[src/design/tgr_pkg.sv]
`timescale 1ns / 1ps
// shared types and codes for the touch gesture recogniser
package tgr_pkg;

    // event kinds on the input side
    localparam logic [1:0] MODE_PRESS   = 2'd0;
    localparam logic [1:0] MODE_RELEASE = 2'd1;
    localparam logic [1:0] MODE_TICK    = 2'd2;
    localparam logic [1:0] MODE_CLEAR   = 2'd3;

    // gesture codes on the result side
    localparam logic [2:0] G_DOWN      = 3'd0;
    localparam logic [2:0] G_UP        = 3'd1;
    localparam logic [2:0] G_SINGLE    = 3'd2;
    localparam logic [2:0] G_DOUBLE    = 3'd3;
    localparam logic [2:0] G_LONG      = 3'd4;
    localparam logic [2:0] G_VERY_LONG = 3'd5;

    // register indexes
    localparam logic [1:0] REG_DEBOUNCE  = 2'd0;
    localparam logic [1:0] REG_DTAP_WIN  = 2'd1;
    localparam logic [1:0] REG_LONG      = 2'd2;
    localparam logic [1:0] REG_VERY_LONG = 2'd3;

    // register reset values
    localparam logic [15:0] DEBOUNCE_RST  = 16'd30;
    localparam logic [15:0] DTAP_WIN_RST  = 16'd300;
    localparam logic [15:0] LONG_RST      = 16'd800;
    localparam logic [15:0] VERY_LONG_RST = 16'd3000;

    typedef struct packed {
        logic [15:0] debounce_time;
        logic [15:0] double_tap_window;
        logic [15:0] long_press_time;
        logic [15:0] very_long_press_time;
    } cfg_t;

    // up to two gestures produced by one event
    typedef struct packed {
        logic [1:0] count;
        logic [2:0] g0;
        logic [2:0] g1;
    } result_t;

    typedef struct packed {
        logic pressed;
        logic tap_pending;
        logic clear_fire;
    } eng_status_t;

    typedef struct packed {
        logic [2:0] count;
        logic       room;
    } fifo_status_t;

endpackage

[src/design/tgr_engine.sv]
`timescale 1ns / 1ps
// event input register, gesture state and single-pass event evaluation
module tgr_engine #(
    parameter int TIME_BITS = 32
) (
    input  logic                  aclk,
    input  logic                  aresetn,
    input  logic                  in_valid,
    output logic                  in_ready,
    input  logic [1:0]            in_mode,
    input  logic [31:0]           in_timestamp,
    input  tgr_pkg::cfg_t         cfg,
    input  logic                  room,
    output tgr_pkg::result_t      result,
    output tgr_pkg::eng_status_t  status
);

    typedef logic [TIME_BITS-1:0] time_t;

    logic        in_vld_reg;
    logic [1:0]  in_mode_reg;
    time_t       in_time_reg;
    logic [63:0] ts_wide;
    logic        fire;

    logic  is_pressed_reg, is_pressed_next;
    time_t press_start_reg, press_start_next;
    logic  tap_pending_reg, tap_pending_next;
    time_t release_time_reg, release_time_next;
    logic  release_valid_reg, release_valid_next;
    time_t edge_time_reg, edge_time_next;
    logic  edge_valid_reg, edge_valid_next;
    logic  long_rep_reg, long_rep_next;
    logic  vlong_rep_reg, vlong_rep_next;

    time_t d_edge, d_rel, d_held;
    logic  bounced, in_window;

    assign ts_wide  = {32'd0, in_timestamp};
    assign fire     = in_vld_reg && room;
    assign in_ready = !in_vld_reg || fire;

    always_ff @(posedge aclk) begin
        if (!aresetn) begin
            in_vld_reg <= 1'b0;
        end else if (in_ready) begin
            in_vld_reg <= in_valid;
        end
    end

    always_ff @(posedge aclk) begin
        if (in_ready && in_valid) begin
            in_mode_reg <= in_mode;
            in_time_reg <= ts_wide[TIME_BITS-1:0];
        end
    end

    // modular time differences
    assign d_edge    = in_time_reg - edge_time_reg;
    assign d_rel     = in_time_reg - release_time_reg;
    assign d_held    = in_time_reg - press_start_reg;
    assign bounced   = edge_valid_reg && (d_edge < time_t'(cfg.debounce_time));
    assign in_window = d_rel <= time_t'(cfg.double_tap_window);

    always_comb begin
        is_pressed_next    = is_pressed_reg;
        press_start_next   = press_start_reg;
        tap_pending_next   = tap_pending_reg;
        release_time_next  = release_time_reg;
        release_valid_next = release_valid_reg;
        edge_time_next     = edge_time_reg;
        edge_valid_next    = edge_valid_reg;
        long_rep_next      = long_rep_reg;
        vlong_rep_next     = vlong_rep_reg;
        result.count       = 2'd0;
        result.g0          = tgr_pkg::G_DOWN;
        result.g1          = tgr_pkg::G_DOWN;
        unique case (in_mode_reg)
            tgr_pkg::MODE_PRESS: begin
                if (!bounced && !is_pressed_reg) begin
                    edge_time_next   = in_time_reg;
                    edge_valid_next  = 1'b1;
                    is_pressed_next  = 1'b1;
                    press_start_next = in_time_reg;
                    long_rep_next    = 1'b0;
                    vlong_rep_next   = 1'b0;
                    result.count     = 2'd1;
                    result.g0        = tgr_pkg::G_DOWN;
                end
            end
            tgr_pkg::MODE_RELEASE: begin
                if (is_pressed_reg && !bounced) begin
                    edge_time_next  = in_time_reg;
                    edge_valid_next = 1'b1;
                    is_pressed_next = 1'b0;
                    result.count    = 2'd1;
                    result.g0       = tgr_pkg::G_UP;
                    if (long_rep_reg || vlong_rep_reg) begin
                        tap_pending_next   = 1'b0;
                        release_valid_next = 1'b0;
                    end else if (tap_pending_reg && release_valid_reg && in_window) begin
                        tap_pending_next   = 1'b0;
                        release_valid_next = 1'b0;
                        result.count       = 2'd2;
                        result.g1          = tgr_pkg::G_DOUBLE;
                    end else begin
                        tap_pending_next   = 1'b1;
                        release_time_next  = in_time_reg;
                        release_valid_next = 1'b1;
                    end
                end
            end
            tgr_pkg::MODE_TICK: begin
                // press report goes first, tap second
                if (is_pressed_reg) begin
                    if (!vlong_rep_reg && d_held >= time_t'(cfg.very_long_press_time)) begin
                        vlong_rep_next = 1'b1;
                        result.count   = 2'd1;
                        result.g0      = tgr_pkg::G_VERY_LONG;
                    end else if (!long_rep_reg && d_held >= time_t'(cfg.long_press_time)) begin
                        long_rep_next = 1'b1;
                        result.count  = 2'd1;
                        result.g0     = tgr_pkg::G_LONG;
                    end
                end
                if (tap_pending_reg && release_valid_reg && !in_window) begin
                    tap_pending_next   = 1'b0;
                    release_valid_next = 1'b0;
                    if (result.count == 2'd0) begin
                        result.count = 2'd1;
                        result.g0    = tgr_pkg::G_SINGLE;
                    end else begin
                        result.count = 2'd2;
                        result.g1    = tgr_pkg::G_SINGLE;
                    end
                end
            end
            tgr_pkg::MODE_CLEAR: begin
                is_pressed_next    = 1'b0;
                press_start_next   = '0;
                tap_pending_next   = 1'b0;
                release_time_next  = '0;
                release_valid_next = 1'b0;
                edge_time_next     = '0;
                edge_valid_next    = 1'b0;
                long_rep_next      = 1'b0;
                vlong_rep_next     = 1'b0;
            end
            default: begin
            end
        endcase
        if (!fire) begin
            result.count = 2'd0;
        end
    end

    always_ff @(posedge aclk) begin
        if (!aresetn) begin
            is_pressed_reg    <= 1'b0;
            press_start_reg   <= '0;
            tap_pending_reg   <= 1'b0;
            release_time_reg  <= '0;
            release_valid_reg <= 1'b0;
            edge_time_reg     <= '0;
            edge_valid_reg    <= 1'b0;
            long_rep_reg      <= 1'b0;
            vlong_rep_reg     <= 1'b0;
        end else if (fire) begin
            is_pressed_reg    <= is_pressed_next;
            press_start_reg   <= press_start_next;
            tap_pending_reg   <= tap_pending_next;
            release_time_reg  <= release_time_next;
            release_valid_reg <= release_valid_next;
            edge_time_reg     <= edge_time_next;
            edge_valid_reg    <= edge_valid_next;
            long_rep_reg      <= long_rep_next;
            vlong_rep_reg     <= vlong_rep_next;
        end
    end

    assign status.pressed     = is_pressed_reg;
    assign status.tap_pending = tap_pending_reg;
    assign status.clear_fire  = fire && (in_mode_reg == tgr_pkg::MODE_CLEAR);

endmodule

[src/design/tgr_out_fifo.sv]
`timescale 1ns / 1ps
// four-entry result queue taking up to two words per cycle
module tgr_out_fifo (
    input  logic                   aclk,
    input  logic                   aresetn,
    input  tgr_pkg::result_t       push,
    output tgr_pkg::fifo_status_t  status,
    output logic                   out_valid,
    input  logic                   out_ready,
    output logic [2:0]             out_gesture,
    output logic                   out_last
);

    logic [2:0] gest_mem [4];
    logic       last_mem [4];
    logic [1:0] wr_ptr_reg, rd_ptr_reg;
    logic [2:0] count_reg, count_next;
    logic       pop;
    logic [1:0] wr_ptr_1;

    assign out_valid   = count_reg != 3'd0;
    assign pop         = out_valid && out_ready;
    assign out_gesture = gest_mem[rd_ptr_reg];
    assign out_last    = last_mem[rd_ptr_reg];
    assign wr_ptr_1    = wr_ptr_reg + 2'd1;
    assign count_next  = count_reg + {1'b0, push.count} - {2'b00, pop};

    always_ff @(posedge aclk) begin
        if (push.count != 2'd0) begin
            gest_mem[wr_ptr_reg] <= push.g0;
            last_mem[wr_ptr_reg] <= (push.count == 2'd1);
        end
        if (push.count == 2'd2) begin
            gest_mem[wr_ptr_1] <= push.g1;
            last_mem[wr_ptr_1] <= 1'b1;
        end
    end

    always_ff @(posedge aclk) begin
        if (!aresetn) begin
            wr_ptr_reg <= 2'd0;
            rd_ptr_reg <= 2'd0;
            count_reg  <= 3'd0;
        end else begin
            wr_ptr_reg <= wr_ptr_reg + push.count;
            rd_ptr_reg <= rd_ptr_reg + {1'b0, pop};
            count_reg  <= count_next;
        end
    end

    // room for a full two-word event
    assign status.room  = count_reg <= 3'd2;
    assign status.count = count_reg;

endmodule

[src/design/touch_gesture_recognizer.sv]
`timescale 1ns / 1ps
// touch gesture recogniser top level: config registers, engine and result queue
//
// takes timestamped press, release, tick and clear events (mode in s_axis_tuser,
// millisecond time in s_axis_tdata) and emits gesture words: touch-down, touch-up,
// single tap, double tap, long and very long press. an event lands in an input
// register and is evaluated against the gesture state; its zero, one or two
// words go into a four-entry result queue, the final word of an event marked
// with tlast. the first result word is valid on the master port once the event
// has been evaluated and its words written into the queue. the queue drains one
// word per cycle on the master port while m_axis_tready is high, so one word
// events sustain one per cycle and two word events a lower rate; an event is
// held in the input register while the queue has fewer than two free entries.
// time differences wrap modulo 2^TIME_BITS; the 32-bit timestamp is
// zero-extended or truncated to that width.
// configuration registers (debounce, double tap window, long and very long press
// times, 16 bits each) are written through cfg_wr_en/cfg_index/cfg_data and must
// only change while no event is in flight.
module touch_gesture_recognizer #(
    parameter int TIME_BITS = 32
) (
    input  logic        aclk,
    input  logic        aresetn,
    // input word
    input  logic        s_axis_tvalid,
    output logic        s_axis_tready,
    input  logic [31:0] s_axis_tdata,   // [31:0] timestamp
    input  logic [1:0]  s_axis_tuser,   // [1:0] mode
    // result word
    output logic        m_axis_tvalid,
    input  logic        m_axis_tready,
    output logic [7:0]  m_axis_tdata,   // [2:0] gesture, [7:3] zero
    output logic        m_axis_tlast,
    // config write port
    input  logic        cfg_wr_en,
    input  logic [1:0]  cfg_index,
    input  logic [15:0] cfg_data
);

    tgr_pkg::cfg_t         cfg_reg;
    tgr_pkg::result_t      result;
    tgr_pkg::eng_status_t  eng_status;
    tgr_pkg::fifo_status_t fifo_status;
    logic [2:0]            gesture;

    // config registers
    always_ff @(posedge aclk) begin
        if (!aresetn) begin
            cfg_reg.debounce_time        <= tgr_pkg::DEBOUNCE_RST;
            cfg_reg.double_tap_window    <= tgr_pkg::DTAP_WIN_RST;
            cfg_reg.long_press_time      <= tgr_pkg::LONG_RST;
            cfg_reg.very_long_press_time <= tgr_pkg::VERY_LONG_RST;
        end else if (cfg_wr_en) begin
            unique case (cfg_index)
                tgr_pkg::REG_DEBOUNCE:  cfg_reg.debounce_time        <= cfg_data;
                tgr_pkg::REG_DTAP_WIN:  cfg_reg.double_tap_window    <= cfg_data;
                tgr_pkg::REG_LONG:      cfg_reg.long_press_time      <= cfg_data;
                tgr_pkg::REG_VERY_LONG: cfg_reg.very_long_press_time <= cfg_data;
                default: begin
                end
            endcase
        end
    end

    // debounce, tap and hold evaluation
    tgr_engine #(
        .TIME_BITS (TIME_BITS)
    ) u_engine (
        .aclk         (aclk),
        .aresetn      (aresetn),
        .in_valid     (s_axis_tvalid),
        .in_ready     (s_axis_tready),
        .in_mode      (s_axis_tuser),
        .in_timestamp (s_axis_tdata),
        .cfg          (cfg_reg),
        .room         (fifo_status.room),
        .result       (result),
        .status       (eng_status)
    );

    // result queue, parts the engine from the master port
    tgr_out_fifo u_out_fifo (
        .aclk        (aclk),
        .aresetn     (aresetn),
        .push        (result),
        .status      (fifo_status),
        .out_valid   (m_axis_tvalid),
        .out_ready   (m_axis_tready),
        .out_gesture (gesture),
        .out_last    (m_axis_tlast)
    );

    assign m_axis_tdata = {5'd0, gesture};

    // queue never overfills
    a_fifo_bound: assert property (@(posedge aclk) disable iff (!aresetn)
        fifo_status.count <= 3'd4)
        else $error("result queue overflow");

    // a two-word event is only taken with room for both words
    a_push_room: assert property (@(posedge aclk) disable iff (!aresetn)
        (result.count != 2'd0) |-> fifo_status.room)
        else $error("result pushed without room");

    // clear event leaves no hold and no pending tap
    a_clear: assert property (@(posedge aclk) disable iff (!aresetn)
        eng_status.clear_fire |=> (!eng_status.pressed && !eng_status.tap_pending))
        else $error("state not cleared");

    // clear event never produces a word
    a_clear_silent: assert property (@(posedge aclk) disable iff (!aresetn)
        eng_status.clear_fire |-> (result.count == 2'd0))
        else $error("clear produced a result");

endmodule
[config.mk]
export PLATFORM = sky130hd
export DESIGN_NAME = touch_gesture_recognizer
export DESIGN_NICKNAME = d
export VERILOG_FILES = /design/src/design/tgr_pkg.sv /design/src/design/tgr_engine.sv /design/src/design/tgr_out_fifo.sv /design/src/design/touch_gesture_recognizer.sv
export SDC_FILE = /design/constraint.sdc
export NUM_CORES = 1
export LEC_CHECK = 0
export BUFFER_PORTS_ARGS = -buffer_cell sky130_fd_sc_hd__buf_4
export CORE_AREA = 5 5 174 160
export DETAILED_ROUTE_END_ITERATION = 16
export DIE_AREA = 0 0 179 165
export PLACE_DENSITY = 0.79
export RECOVER_POWER = 50
export SYNTH_ARGS = -nofsm -noshare
export SYNTH_HDL_FRONTEND = slang
export SYNTH_SLANG_ARGS = --single-unit
export TNS_END_PERCENT = 30
[constraint.sdc]
create_clock -name aclk -period 11 [get_ports aclk]
set_clock_uncertainty 0.1 [all_clocks]
set_input_delay 0 -clock aclk [delete_from_list [all_inputs] [get_ports aclk]]
set_output_delay 0 -clock aclk [all_outputs]
set_load 0.005 [all_outputs]
After elaboration in Yosys (flattened, before gate mapping):

Memories as Yosys holds them, arrays and structs flattened. A register that Yosys moved wholly into a read port is not among the register bits.
Cells that the tools add are included.

* register bits: 207
* RAM bits: 16
* input port bits: 57
* output and inout bits: 11
* word-level logic and storage cells: 137
* memories: 2

* add/sub/neg operators: 8
* $lt $le $gt $ge: 5
* eq/ne operators: 17
* multiplexer cells: 49
* reduce and logical (&&, ||, !) cells: 38

Memory list
* u_out_fifo.gest_mem: words 4, bits a word 3, read ports 1, clocked after Yosys merged registers in 1, write ports 2, line tgr_out_fifo.sv:14 `logic [2:0] gest_mem [4];`
* u_out_fifo.last_mem: words 4, bits a word 1, read ports 1, clocked after Yosys merged registers in 1, write ports 2, line tgr_out_fifo.sv:15 `logic last_mem [4];`

Operators with widths (number)
* 2-to-1 mux 32 bit: 5
* one-hot mux 32 bit (2 select lines): 2
* one-hot mux 32 bit (3 select lines): 1
* subtractor 32 bit: 3
* greater-or-equal comparator 32 x 16 -> 1 bit: 2
* less-or-equal comparator 32 x 16 -> 1 bit: 1
* < comparator 32 x 16 -> 1 bit: 1
* 2-to-1 mux 1 bit: 17
* 2-to-1 mux 2 bit: 8
* 2-to-1 mux 8 bit: 2
* 2-to-1 mux 5 bit: 3
* one-hot mux 1 bit (3 select lines): 5
* one-hot mux 5 bit (3 select lines): 1
* != test 2 x 1 -> 1 bit, second input constant: 6
* nonzero test 3 bit: 4
* equality test 2 bit, second input constant: 5
* logical AND 1 bit: 10
* AND reduction 5 bit: 2
* 2-to-1 mux 4 bit: 2
* AND reduction 2 bit: 4
* AND reduction 4 bit: 2
* equality test 2 x 1 -> 1 bit, second input constant: 3
* logical NOT 1 bit: 6
* logical NOT 2 bit: 3
* other kinds (13): 19

Longest topological paths before layout:

Gate-level depths: netlist of the first run.

* depth after elaboration: 15
* gate-level depth with buffers: 30
* gate-level depth less buffers: 30

Hierarchy:

A second synthesis of the first run with hierarchy kept.

* cell total of the unflattened synthesis: 2066
* area total of the unflattened synthesis: 17593.1 µm²

By module, submodules not included
* tgr_engine: instances 1, cells an instance 1723, area each 13799.5 µm², seq. area each 3062.9 µm²
* touch_gesture_recognizer: instances 1, cells an instance 248, area each 2560.0 µm², seq. area each 1281.2 µm²
* tgr_out_fifo: instances 1, cells an instance 95, area each 1233.7 µm², seq. area each 580.6 µm²

Worst setup path after synthesis of the first run:

OpenSTA, ideal clock, no wires.

* kind: flip-flop to flip-flop
* start: reg u_engine.in_time_reg[0]
* end: reg u_out_fifo.count_reg[2]
* library setup time: 128 ps
* data arrival time: 5804 ps
* required time: 10772 ps
* setup slack: 4969 ps
* stages on the path, launching flop included: 27
* buffers on the path: 0
* clock period less this slack: 6031 ps
* cell sequence: edfxtp_1 -> inv_1 -> ha_1 -> inv_1 -> fa_1 -> a21o_1 -> a31o_2 -> o21ai_0 -> o221ai_1 -> xor2_1 -> ha_1 -> nand4_1 -> nor3_1 -> a2111o_1 -> a311oi_1 -> o2111a_1 -> o221ai_1 -> a2111o_1 -> nor4_4 -> nor2_1 -> a31oi_1 -> nand2b_1 -> ha_1 -> fa_1 -> xnor2_1 -> xnor2_1 -> nor2_1

* word-level cells in the longest chain between the ends: 14
* elaborated cells on any way between the ends: 31
* classes of those cells: add/sub (5); order compare (4); mux (12); reduce/logical (10)

Ends and longest elaborated chain
* from (decl): line tgr_engine.sv:22 `time_t in_time_reg;`
* from (signal assigned): line tgr_engine.sv:54 `in_time_reg <= ts_wide[TIME_BITS-1:0];`
* subtractor 32 bit: line tgr_engine.sv:61 `assign d_held = in_time_reg - press_start_reg;`
* greater-or-equal comparator 32 x 16 -> 1 bit: line tgr_engine.sv:120 `end else if (!long_rep_reg && d_held >= time_t'(cfg.long_press_time)) begin`
* logical AND 1 bit: line tgr_engine.sv:120
* 2-to-1 mux 4 bit: line tgr_engine.sv:120
* 2-to-1 mux 5 bit: line tgr_engine.sv:116 `if (!vlong_rep_reg && d_held >= time_t'(cfg.very_long_press_time)) begin`
* 2-to-1 mux 5 bit: line tgr_engine.sv:115 `if (is_pressed_reg) begin`
* 2-to-1 mux 5 bit: line tgr_engine.sv:78 `unique case (in_mode_reg)`
* logical NOT 2 bit: line tgr_engine.sv:129 `if (result.count == 2'd0) begin`
* 2-to-1 mux 2 bit: line tgr_engine.sv:129
* 2-to-1 mux 8 bit: line tgr_engine.sv:126 `if (tap_pending_reg && release_valid_reg && !in_window) begin`
* one-hot mux 5 bit (3 select lines) *: line tgr_engine.sv:78
* 2-to-1 mux 2 bit *: line tgr_engine.sv:152 `if (!fire) begin`
* adder 3 x 2 -> 3 bit *: line tgr_out_fifo.sv:26 `assign count_next = count_reg + {1'b0, push.count} - {2'b00, pop};`
* subtractor 3 x 1 -> 3 bit *: line tgr_out_fifo.sv:26
* to (signal assigned): line tgr_out_fifo.sv:47 `count_reg <= count_next;`
* to (decl): line tgr_out_fifo.sv:17 `logic [2:0] count_reg, count_next;`

Mark *: on every way between the ends. The rest lies on a longest branch, timed or not. The select of a mux whose other input is x is not followed.
A chain may end at the register's enable or synchronous reset.

Final worst setup path of the first run:

* start: reg u_engine.in_time_reg[1]
* end: reg u_out_fifo.count_reg[2]

The elaborated chain is that of the path after synthesis.

==> flow_summary.yaml, run 1 <==
synth:
  synth.area.top_cells: "dfxtp_1 23%, ha_1 13%, edfxtp_1 7.9%, nand2_1 5.4%, a21oi_1 5.2%"
  async_reset_ff_frac: 0
  netlist.area_leader.share: 0.2266
  yosys_register_bits: 223
  synth.avg_cell_area_um2: 8.105
  synth_commonest_cells: "229 x nand2_1, 195 x inv_1, 181 x dfxtp_1"
  synth-seq-area-share: 0.3055
  post-synth-top-area-cell: "dfxtp_1"
  yosysMostFrequentCell: "nand2_1"
  ys_dominant_reg_cell: "dfxtp_1"
  ys_types: 80
  yosys_warnings: 0
  netlist_instances: 1973
  syn-cell-area_mm2: 0.01599
  synth_edf_count: 42
worst_setup_path:
  cp.arrival_ns: 7.58
  timing.rr.end: "u_out_fifo.count_reg[2]$_SDFF_PN0_"
  worstPathMaxFanout: 6
  crit_path_start: "u_engine.in_time_reg[1]$_DFFE_PP_"
  r2r_slack_ns: 3.62
  reg2reg_from: "u_engine.in_time_reg[1]$_DFFE_PP_"
  endpoint: "u_out_fifo.count_reg[2]$_SDFF_PN0_"
  criticalPathCategory: "reg -> reg"
  worst_setup_path_end_kind: "flip-flop"
  worstRegToRegCells: 27
  crit_path_start_kind: "flip-flop"
  worstPathRequired_ns: 11.20
grt:
  grtUsageTotal: 0.3164
  use_met1: 0.4517
  grt_first_pass_wirelength_um: 74480
  antenna_found_initial: 2
  met2_usage: 0.4919
  top_usage_layer: "met2"
  use_met3: 0.06111
  overflow: 0
  grt_max_degree: 67
  grt_pass1_vias: 14010
power:
  clkPwrFrac: 0.294
  sw_frac_of_total: 0.3572
  p_per_area_mw_per_mm2: 151.6
  p_int_mw: 1.749
  p_comb_frac: 0.358
  total_power_mw: 2.721
  ir_worst_vdd_mv: 0.1279
  seqPwrFrac: 0.347
  power.switching_uw: 972.0
  p_leak_nw: 6.962
placement:
  hpwlAfterDp_um: 35690
  port_buffers: 62
  place_congestion: 1.059
status:
  violations: "capacitance limit, slew limit"
  status: "complete, but fails checks"
clock_network:
  clock-root-buffer: "clkbuf_16"
  clkTransAtPathRegs_ns: 0.07
  cts_buffers: 24
  clock_path_buffers: 3
  clk-insertion-delay-late_ns: 0.52
  cts_tree: "done"
  cts_setup_buffers: 0
  cts_num_sinks: 223
  htreeDepth: 1
routing:
  firstDrtPassIters: 6
  vias: 15050
  routed_wirelength_um: 47580
  ant_nets: 0
  routedWlPerCell_um: 19.76
  viasPerCell: 6.248
  remaining_drc_errors: 0
  initialDrtViolationCount: 1601
finish:
  largest_reg_flops: 64
  nets: 2271
  area_delta_synth_final_pct: 12.21
  drive_gt1_frac: 0.06505
  antenna_cells: 0
  utilization: 0.6978
job:
  maxCapViolations: 4
timing:
  relSlewSlack: -0.9777
  tns_ns: 0
  finalSetupViolations: 0
  grt_setup_unrepaired: "no"
  tightest_slew_ns: 2.967
  fin_crit_sh: 0.6709
  timing.fmax_mhz: 135.5
  fin_crit_ns: 7.380
  final-hold-violation-count: 0
  report.final.slew_viol_count: 175
die:
  io_pins: 68
  die_area_mm2: 0.02954
  die_h_um: 165
  die_w_um: 179
  std_cell_rows: 56
  start_util: 0.6219
  core-area_mm2: 0.02571
hold_path:
  min_path_cells: 2
  hp-class: "in -> reg"
==> cells by family after synthesis <==
family	after synthesis	synth area share
flops	223	0.3055
fa+ha+maj	171	0.1357
simple gates	634	0.1890
other cells	1	0.0002345
compound gates	549	0.2323
buf+inv	284	0.06971
mux	46	0.03200
xor+xnor	65	0.03560
==> worst min path at each step <==
stage,start,endpoint,slack (ns)
finish,s_axis_tdata[31],u_engine.in_time_reg[31]$_DFFE_PP_,0.11
global route,s_axis_tdata[31],u_engine.in_time_reg[31]$_DFFE_PP_,0.11
CTS,s_axis_tdata[11],u_engine.in_time_reg[11]$_DFFE_PP_,0.08
detailed placement,s_axis_tdata[29],u_engine.in_time_reg[29]$_DFFE_PP_,0.08
global placement,s_axis_tdata[16],u_engine.in_time_reg[16]$_DFFE_PP_,0.08
floorplan,s_axis_tuser[0],u_engine.in_mode_reg[0]$_DFFE_PP_,-0.001
==> per-stage QoR <==
step,setup WS [ns],hold slack [ns],std cells,area (µm²)
2_1_floorplan,4.969,-0.001131,1977,16010
3_3_place_gp,4.085,0.07803,2306,16620
3_5_place_dp,3.933,0.07933,2306,16620
4_1_cts,3.874,0.07552,2408,17980
5_1_grt,3.136,0.1077,2408,17940
6_report,3.620,0.1124,2408,17940
==> layout make-up <==
type | instances | area [µm²]
multi-input combinational | 1470 | 10040
fill | 2099 | 7770
sequential | 223 | 4885
timing repair buffer | 128 | 1075
inverter | 196 | 737.0
clock buffer | 36 | 706.9
tap | 348 | 435.4
clock inverter | 7 | 65.06
==> layer usage <==
layer	routed length [µm]	vias to the layer above
met1	21170	7083
met2	20550	658
met4	1327	4
met3	4503	103
li1	-	7197
met5	21	-
==> layout by cell type (no fill, tap or decap), drive strengths merged, types with 8 or more instances in the layout <==
| cell | n |
|---|---|
| xnor2 | 39 |
| nand3 | 67 |
| o31ai | 41 |
| and3 | 15 |
| buf | 25 |
| o21a | 24 |
| o211ai | 32 |
| o2111ai | 9 |
| o22ai | 10 |
| nand2 | 229 |
| dlygate4sd3 | 59 |
| and2 | 18 |
| edfxtp | 42 |
| o221ai | 10 |
| a31oi | 12 |
| nand4 | 25 |
| nor2 | 129 |
| clkbuf | 80 |
| ha | 167 |
| a211oi | 11 |
| dfxtp | 181 |
| inv | 195 |
| or3 | 12 |
| nor3 | 28 |
| o21ai | 83 |
| mux2i | 41 |
| xor2 | 26 |
| a22o | 32 |
| a21oi | 167 |
| a21o | 42 |
| nand2b | 18 |
| nor2b | 50 |
| a2111oi | 8 |
==> worst max-delay path: stages, from the launching register on <==
cell	delay, ns
edfxtp_1	0.50
inv_1	0.17
fa_1	0.49
nand2b_1	0.19
a21oi_1	0.28
nor2_1	0.12
o21ai_0	0.50
a21oi_1	0.17
xnor2_1	0.16
ha_1	0.32
a21oi_1	0.13
nand2_1	0.06
a221o_1	0.34
nor3_1	0.52
o221ai_1	0.21
nor4_1	0.29
o2111a_1	0.32
nand3_1	0.11
and2_1	0.24
ha_1	0.19
and2_1	0.19
a31oi_1	0.29
nand2b_1	0.16
ha_1	0.26
fa_1	0.45
xnor2_1	0.21
xnor2_1	0.14
nor2_1	0.05
==> power by group through the flow <==
stage / clock (mW) / combinational (mW) / sequential, mW
floorplan: 0 / 0.701 / 0.936
finish: 0.801 / 0.975 / 0.944
detailed placement: 0 / 0.933 / 0.958
global route: 0.840 / 1.07 / 0.949
global placement: 0 / 0.915 / 0.955
CTS: 0.807 / 0.959 / 0.941
==> repair_timing <==
item	4_1_cts	5_1_grt
hold buffers	59	0
gates resized for setup	0	0
endpoints found under the hold margin	101	0
No activity file was read; power rests on OpenSTA's default activity.
==> inputs of run 2 (changes only) <==
Settings changed: ABC_AREA from default to 1, CORE_AREA 5 5 174 160 to 5 5 188 172, DIE_AREA 0 0 179 165 to 0 0 193 177, PLACE_DENSITY 0.79 to 0.77.
Clock period 11 ns to 6.35 ns, I/O delays scaled along.
==> flow_summary.yaml, run 2 <==
synth:
  synth-xor-area-share: 0.02550
  netlist_instances: 2668
  synth_top_family_by_area: "simple AND/OR/NAND/NOR gates"
  yosysMostFrequentCell: "nand2_1"
  yosys_register_bits: 223
  synth.area.top_cells: "dfxtp_1 21%, nand2_1 15%, ha_1 12%, inv_1 11%, edfxtp_1 7.3%"
  netlist.area_leader.share: 0.2110
  synth_fa_ha_area_frac: 0.1264
  synth-seq-area-share: 0.2845
  ys_dominant_reg_cell: "dfxtp_1"
  ys_types: 51
  syn-cell-area_mm2: 0.01717
  post-synth-top-area-cell: "dfxtp_1"
  yosys_warnings: 0
  synth-compound-area-share: 0.1507
  synth.avg_cell_area_um2: 6.436
  synth_edf_count: 42
  yosys.area_share.simple: 0.2860
  synth_commonest_cells: "692 x nand2_1, 489 x inv_1, 249 x nor2_1"
  async_reset_ff_frac: 0
  synthMuxAreaShare: 0
grt:
  top_usage_layer: "met2"
  grt_pass1_vias: 16430
  antenna_found_initial: 0
  use_met1: 0.4269
  use_met3: 0.06469
  grt_max_degree: 120
  grt_first_pass_wirelength_um: 84860
  overflow: 0
  grtUsageTotal: 0.3151
  met2_usage: 0.5007
worst_setup_path:
  criticalPathCategory: "reg -> reg"
  worstPathMaxFanout: 6
  worst_setup_path_end_kind: "flip-flop"
  worstPathRequired_ns: 6.65
  worstRegToRegCells: 32
  crit_slowest_cell: "edfxtp_1"
  cp.arrival_ns: 6.16
  r2r_slack_ns: 0.49
  slowest_delay_ns: 0.47
  crit_path_start_kind: "flip-flop"
  crit_top_cell: "nand2_1"
placement:
  hpwlAfterDp_um: 43580
  dp_slack_ns: 0.6067
  dpl_cell_area_mm2: 0.01795
  place_congestion: 1.017
  port_buffers: 62
timing:
  tightest_slew_ns: 4.497
  report.final.slew_viol_count: 155
  tns_ns: 0
  final-hold-violation-count: 0
  finalSetupViolations: 0
  fin_crit_sh: 0.9229
  fin_ws_ns: 0.4894
  fin_crit_ns: 5.861
  relSlewSlack: -1.998
  grt_setup_unrepaired: "no"
  timing.fmax_mhz: 170.6
power:
  p_int_mw: 3.180
  total_power_mw: 5.320
  p_per_area_mw_per_mm2: 276.3
  clkPwrFrac: 0.261
  p_leak_nw: 9.571
  ir_worst_vdd_mv: 0.2274
  p_comb_frac: 0.424
  seqPwrFrac: 0.315
  sw_frac_of_total: 0.4022
  power.switching_mw: 2.140
die:
  die_h_um: 177
  core-area_mm2: 0.03030
  die_area_mm2: 0.03416
  start_util: 0.5667
  std_cell_rows: 61
  die_w_um: 193
  io_pins: 68
routing:
  firstDrtPassIters: 8
  initialDrtViolationCount: 1677
  remaining_drc_errors: 0
  viasPerCell: 5.470
  ant_nets: 0
  routed_wirelength_um: 54160
  routedWlPerCell_um: 16.94
  vias: 17490
finish:
  postLayoutCellArea_mm2: 0.01925
  nets: 2998
  largest_reg_flops: 64
  drive_gt1_frac: 0.05273
  final_common_cell: "nand2_1"
  area_delta_synth_final_pct: 12.13
  antenna_cells: 0
  fillers: 2908
  mostFrequentLayoutCells: "692 x nand2_1, 488 x inv_1, 249 x nor2_1"
status:
  status: "complete, but fails checks"
  violations: "capacitance limit, slew limit"
clock_network:
  cts_num_sinks: 223
  cts_tree: "done"
  clkTransAtPathRegs_ns: 0.06
  cts_buffers: 25
  htreeDepth: 1
  cts_setup_buffers: 0
  clk-insertion-delay-late_ns: 0.55
  clock-root-buffer: "clkbuf_16"
  clock_path_buffers: 3
hold_path:
  hp-class: "in -> reg"
  min_path_cells: 2
job:
  maxCapViolations: 2
## run 2: final timing paths
| kind | from | endpoint |
|---|---|---|
| worst max-delay path | u_engine.in_time_reg[1]$_DFFE_PP_ | u_out_fifo.count_reg[2]$_SDFF_PN0_ |
| worst min-delay path | s_axis_tdata[23] | u_engine.in_time_reg[23]$_DFFE_PP_ |
| worst max register to register | u_engine.in_time_reg[1]$_DFFE_PP_ | u_out_fifo.count_reg[2]$_SDFF_PN0_ |
| worst min register to register | u_engine.release_time_reg[19]$_SDFFE_PN0P_ | u_engine.release_time_reg[19]$_SDFFE_PN0P_ |
## run 2: layer usage
metal	part of all wire	vias to the layer above
li1	-	8717
met1	0.43	7929
met2	0.43	716
met3	0.098	124
met4	0.041	0
met5	0	-
## run 2: critical path: cells and delay by family (launching register included)
kind	cells	cell delay [ns]
buffers and inverters	5	0.50
AND/OR/NAND/NOR	17	2.14
AO/OA/AOI/OAI	3	0.56
adder cells (fa/ha/maj)	5	1.51
flip-flops	1	0.47
XOR/XNOR	2	0.42
## run 2: power groups by stage
stage | clock network [mW] | registers (mW) | logic (mW)
2_1_floorplan | 0 | 1.66 | 1.61
3_3_place_gp | 0 | 1.69 | 2.12
3_5_place_dp | 0 | 1.70 | 2.17
4_1_cts | 1.41 | 1.67 | 2.22
5_1_grt | 1.47 | 1.69 | 2.55
6_report | 1.39 | 1.68 | 2.25
## run 2: through the flow
stage          hold slack (ns)  std cells  utilization
6_report               0.08960       3197       0.6354
5_1_grt                0.08644       3197       0.6354
4_1_cts                0.05441       3197       0.6373
3_5_place_dp           0.07927       3093       0.5923
3_3_place_gp           0.07795       3093       0.5923
2_1_floorplan        -0.001131       2672            -
## run 2: layout make-up
class,count,area (µm²),share of cell area
clock buffers,40,743.2,0.03860
clock inverters,5,30.03,0.001560
inverters,503,1888,0.09806
multi-input cells,1889,10140,0.5268
flip-flops and latches,223,4885,0.2537
well taps,409,511.7,0.02658
repair buffers,128,1052,0.05465
## run 2: logic make-up after synthesis
logic type | Yosys count
XOR/XNOR | 50
buffers and inverters | 560
adder cells (fa/ha/maj) | 171
other | 1
flip-flops | 223
AO/OA/AOI/OAI | 487
AND/OR/NAND/NOR | 1176
## run 2: what timing repair did
| item | in CTS | in global routing |
|---|---|---|
| hold buffers | 59 | 0 |
| gates resized for setup | 0 | 1 |
| endpoints found under the setup margin | 0 | 1 |
| endpoints found under the hold margin | 104 | 0 |
==> inputs of run 3 (changes only) <==
Settings changed: MAX_ROUTING_LAYER from default to met4.
==> flow_summary.yaml, run 3 (synthesis gave the netlist of run 2 again) <==
timing:
  finalSetupViolations: 0
  final-hold-violation-count: 0
  tightest_slew_ns: 4.700
  fin_crit_ns: 5.856
  relSlewSlack: -2.133
  report.final.slew_viol_count: 154
  grt_setup_unrepaired: "no"
  fin_crit_sh: 0.9223
  timing.hold.ws_ns: 0.08351
  timing.fmax_mhz: 170.8
  tns_ns: 0
worst_setup_path:
  worstPathMaxFanout: 121
  reg2reg_from: "u_engine.in_time_reg[1]$_DFFE_PP_"
  crit_path_start_kind: "input pin"
  worstPathRequired_ns: 6.71
  worst_setup_path_end_kind: "flip-flop"
  timing.rr.end: "u_out_fifo.count_reg[2]$_SDFF_PN0_"
  r2r_slack_ns: 0.51
  criticalPathCategory: "in -> reg"
  cp.arrival_ns: 6.21
  worstRegToRegCells: 32
  crit_path_start: "aresetn"
die:
  core-area_mm2: 0.03030
  die_w_um: 193
  start_util: 0.5667
  die_h_um: 177
  io_pins: 68
  die_area_mm2: 0.03416
  std_cell_rows: 61
finish:
  utilization: 0.6375
  largest_reg_flops: 64
  mostFrequentLayoutCells: "692 x nand2_1, 489 x inv_1, 248 x nor2_1"
  multi_input_area_mm2: 0.01014
  fillers: 2823
  nets: 3001
  area_delta_synth_final_pct: 12.50
  seq_area_mm2: 0.004885
  layout.cells.non_filler: 3201
  drive_gt1_frac: 0.05337
  antenna_cells: 0
  final_common_cell: "nand2_1"
routing:
  ant_nets: 0
  routedWlPerCell_um: 17.52
  initialDrtViolationCount: 1680
  routed_wirelength_um: 56070
  viasPerCell: 5.474
  firstDrtPassIters: 6
  remaining_drc_errors: 0
  vias: 17520
power:
  p_per_area_mw_per_mm2: 280.0
  p_leak_nw: 9.585
  ir_worst_vdd_mv: 0.2687
status:
  status: "complete, but fails checks"
  violations: "capacitance limit, slew limit"
clock_network:
  cts_num_sinks: 223
  htreeDepth: 1
  cts_tree: "done"
  clk-insertion-delay-late_ns: 0.54
  clock-root-buffer: "clkbuf_16"
  clock_path_buffers: 3
  cts_setup_buffers: 0
  cts_buffers: 25
  clkTransAtPathRegs_ns: 0.07
placement:
  placed_cells: 3095
  port_buffers: 62
  place_congestion: 1.023
  hpwlAfterDp_um: 45010
job:
  maxCapViolations: 2
grt:
  overflow: 0
  grt_max_degree: 122
  grtUsageTotal: 0.3357
  antenna_found_initial: 1
  grt_first_pass_wirelength_um: 87660
  grt_pass1_vias: 16580
hold_path:
  hp-class: "in -> reg"
  min_path_cells: 2
  whs_endpoint: "u_engine.in_time_reg[31]$_DFFE_PP_"
  worstHoldStart: "s_axis_tdata[31]"
[run 3: changes by cell type in the layout (fill, tap and decap cells not counted), moves of 2 or more]
cell        change
bufinv_16       +2
clkinvlp_4      +3
clkbuf_1        -3
inv_6           +2
clkbuf_8        -3
clkinv_2        -2
clkinv_1        +3
[run 3: per-stage QoR]
stage / power (mW) / instance area [µm²] / worst slack (ns)
finish: 5.408 / 19320 / 0.4935
detailed placement: 3.885 / 17960 / 0.4578
global placement: 3.832 / 17960 / 0.6360
global route: 5.799 / 19320 / 0.04450
CTS: 5.388 / 19380 / 0.4234
floorplan: 3.264 / 17190 / 1.540
[run 3: critical path, cell delays in order]
cell and delay [ns]:
dlygate4sd3_1 0.55, clkbuf_1 0.82, clkbuf_1 3.33, o21ai_0 1.06, a21oi_1 0.36
[run 3: worst max path at each step]
stage                                                 end  slack [ns]  cells past startpoint
6_report       u_engine.release_time_reg[18]$_SDFFE_PN0P_        0.49                      5
5_1_grt                u_out_fifo.count_reg[2]$_SDFF_PN0_        0.04                     35
4_1_cts                u_out_fifo.count_reg[2]$_SDFF_PN0_        0.42                     31
3_5_place_dp           u_out_fifo.count_reg[2]$_SDFF_PN0_        0.46                     31
3_3_place_gp           u_out_fifo.count_reg[2]$_SDFF_PN0_        0.64                     31
2_1_floorplan          u_out_fifo.count_reg[2]$_SDFF_PN0_        1.54                     31
[run 3: where the power goes]
| group | leakage, nW | internal [mW] | switching [mW] |
|---|---|---|---|
| registers | 1.87 | 1.58 | 0.0917 |
| clock network | 0.392 | 0.849 | 0.618 |
| logic | 7.32 | 0.797 | 1.47 |
| total | 9.59 | 3.23 | 2.18 |
[run 3: per-layer routing]
layer  up-vias  track usage  part of all wire
met5         -            -                 0
met4         0       0.1032             0.038
met3       136      0.03767             0.086
met2       676       0.5243              0.44
met1      7992       0.4604              0.44
li1       8719            -                 -
[run 3: area by class of cell]
| class | instances | share of cell area |
|---|---|---|
| clock inverters | 13 | 0.006931 |
| repair buffers | 131 | 0.05538 |
| inverters | 503 | 0.09775 |
| multi-input cells | 1889 | 0.5249 |
| clock buffers | 33 | 0.03563 |
| flip-flops and latches | 223 | 0.2529 |
| well taps | 409 | 0.02649 |
[run 3: timing repair]
item | in CTS | in global routing
gates resized for setup | 0 | 3
hold buffers | 60 | 0
endpoints found under the setup margin | 0 | 1
endpoints found under the hold margin | 105 | 0
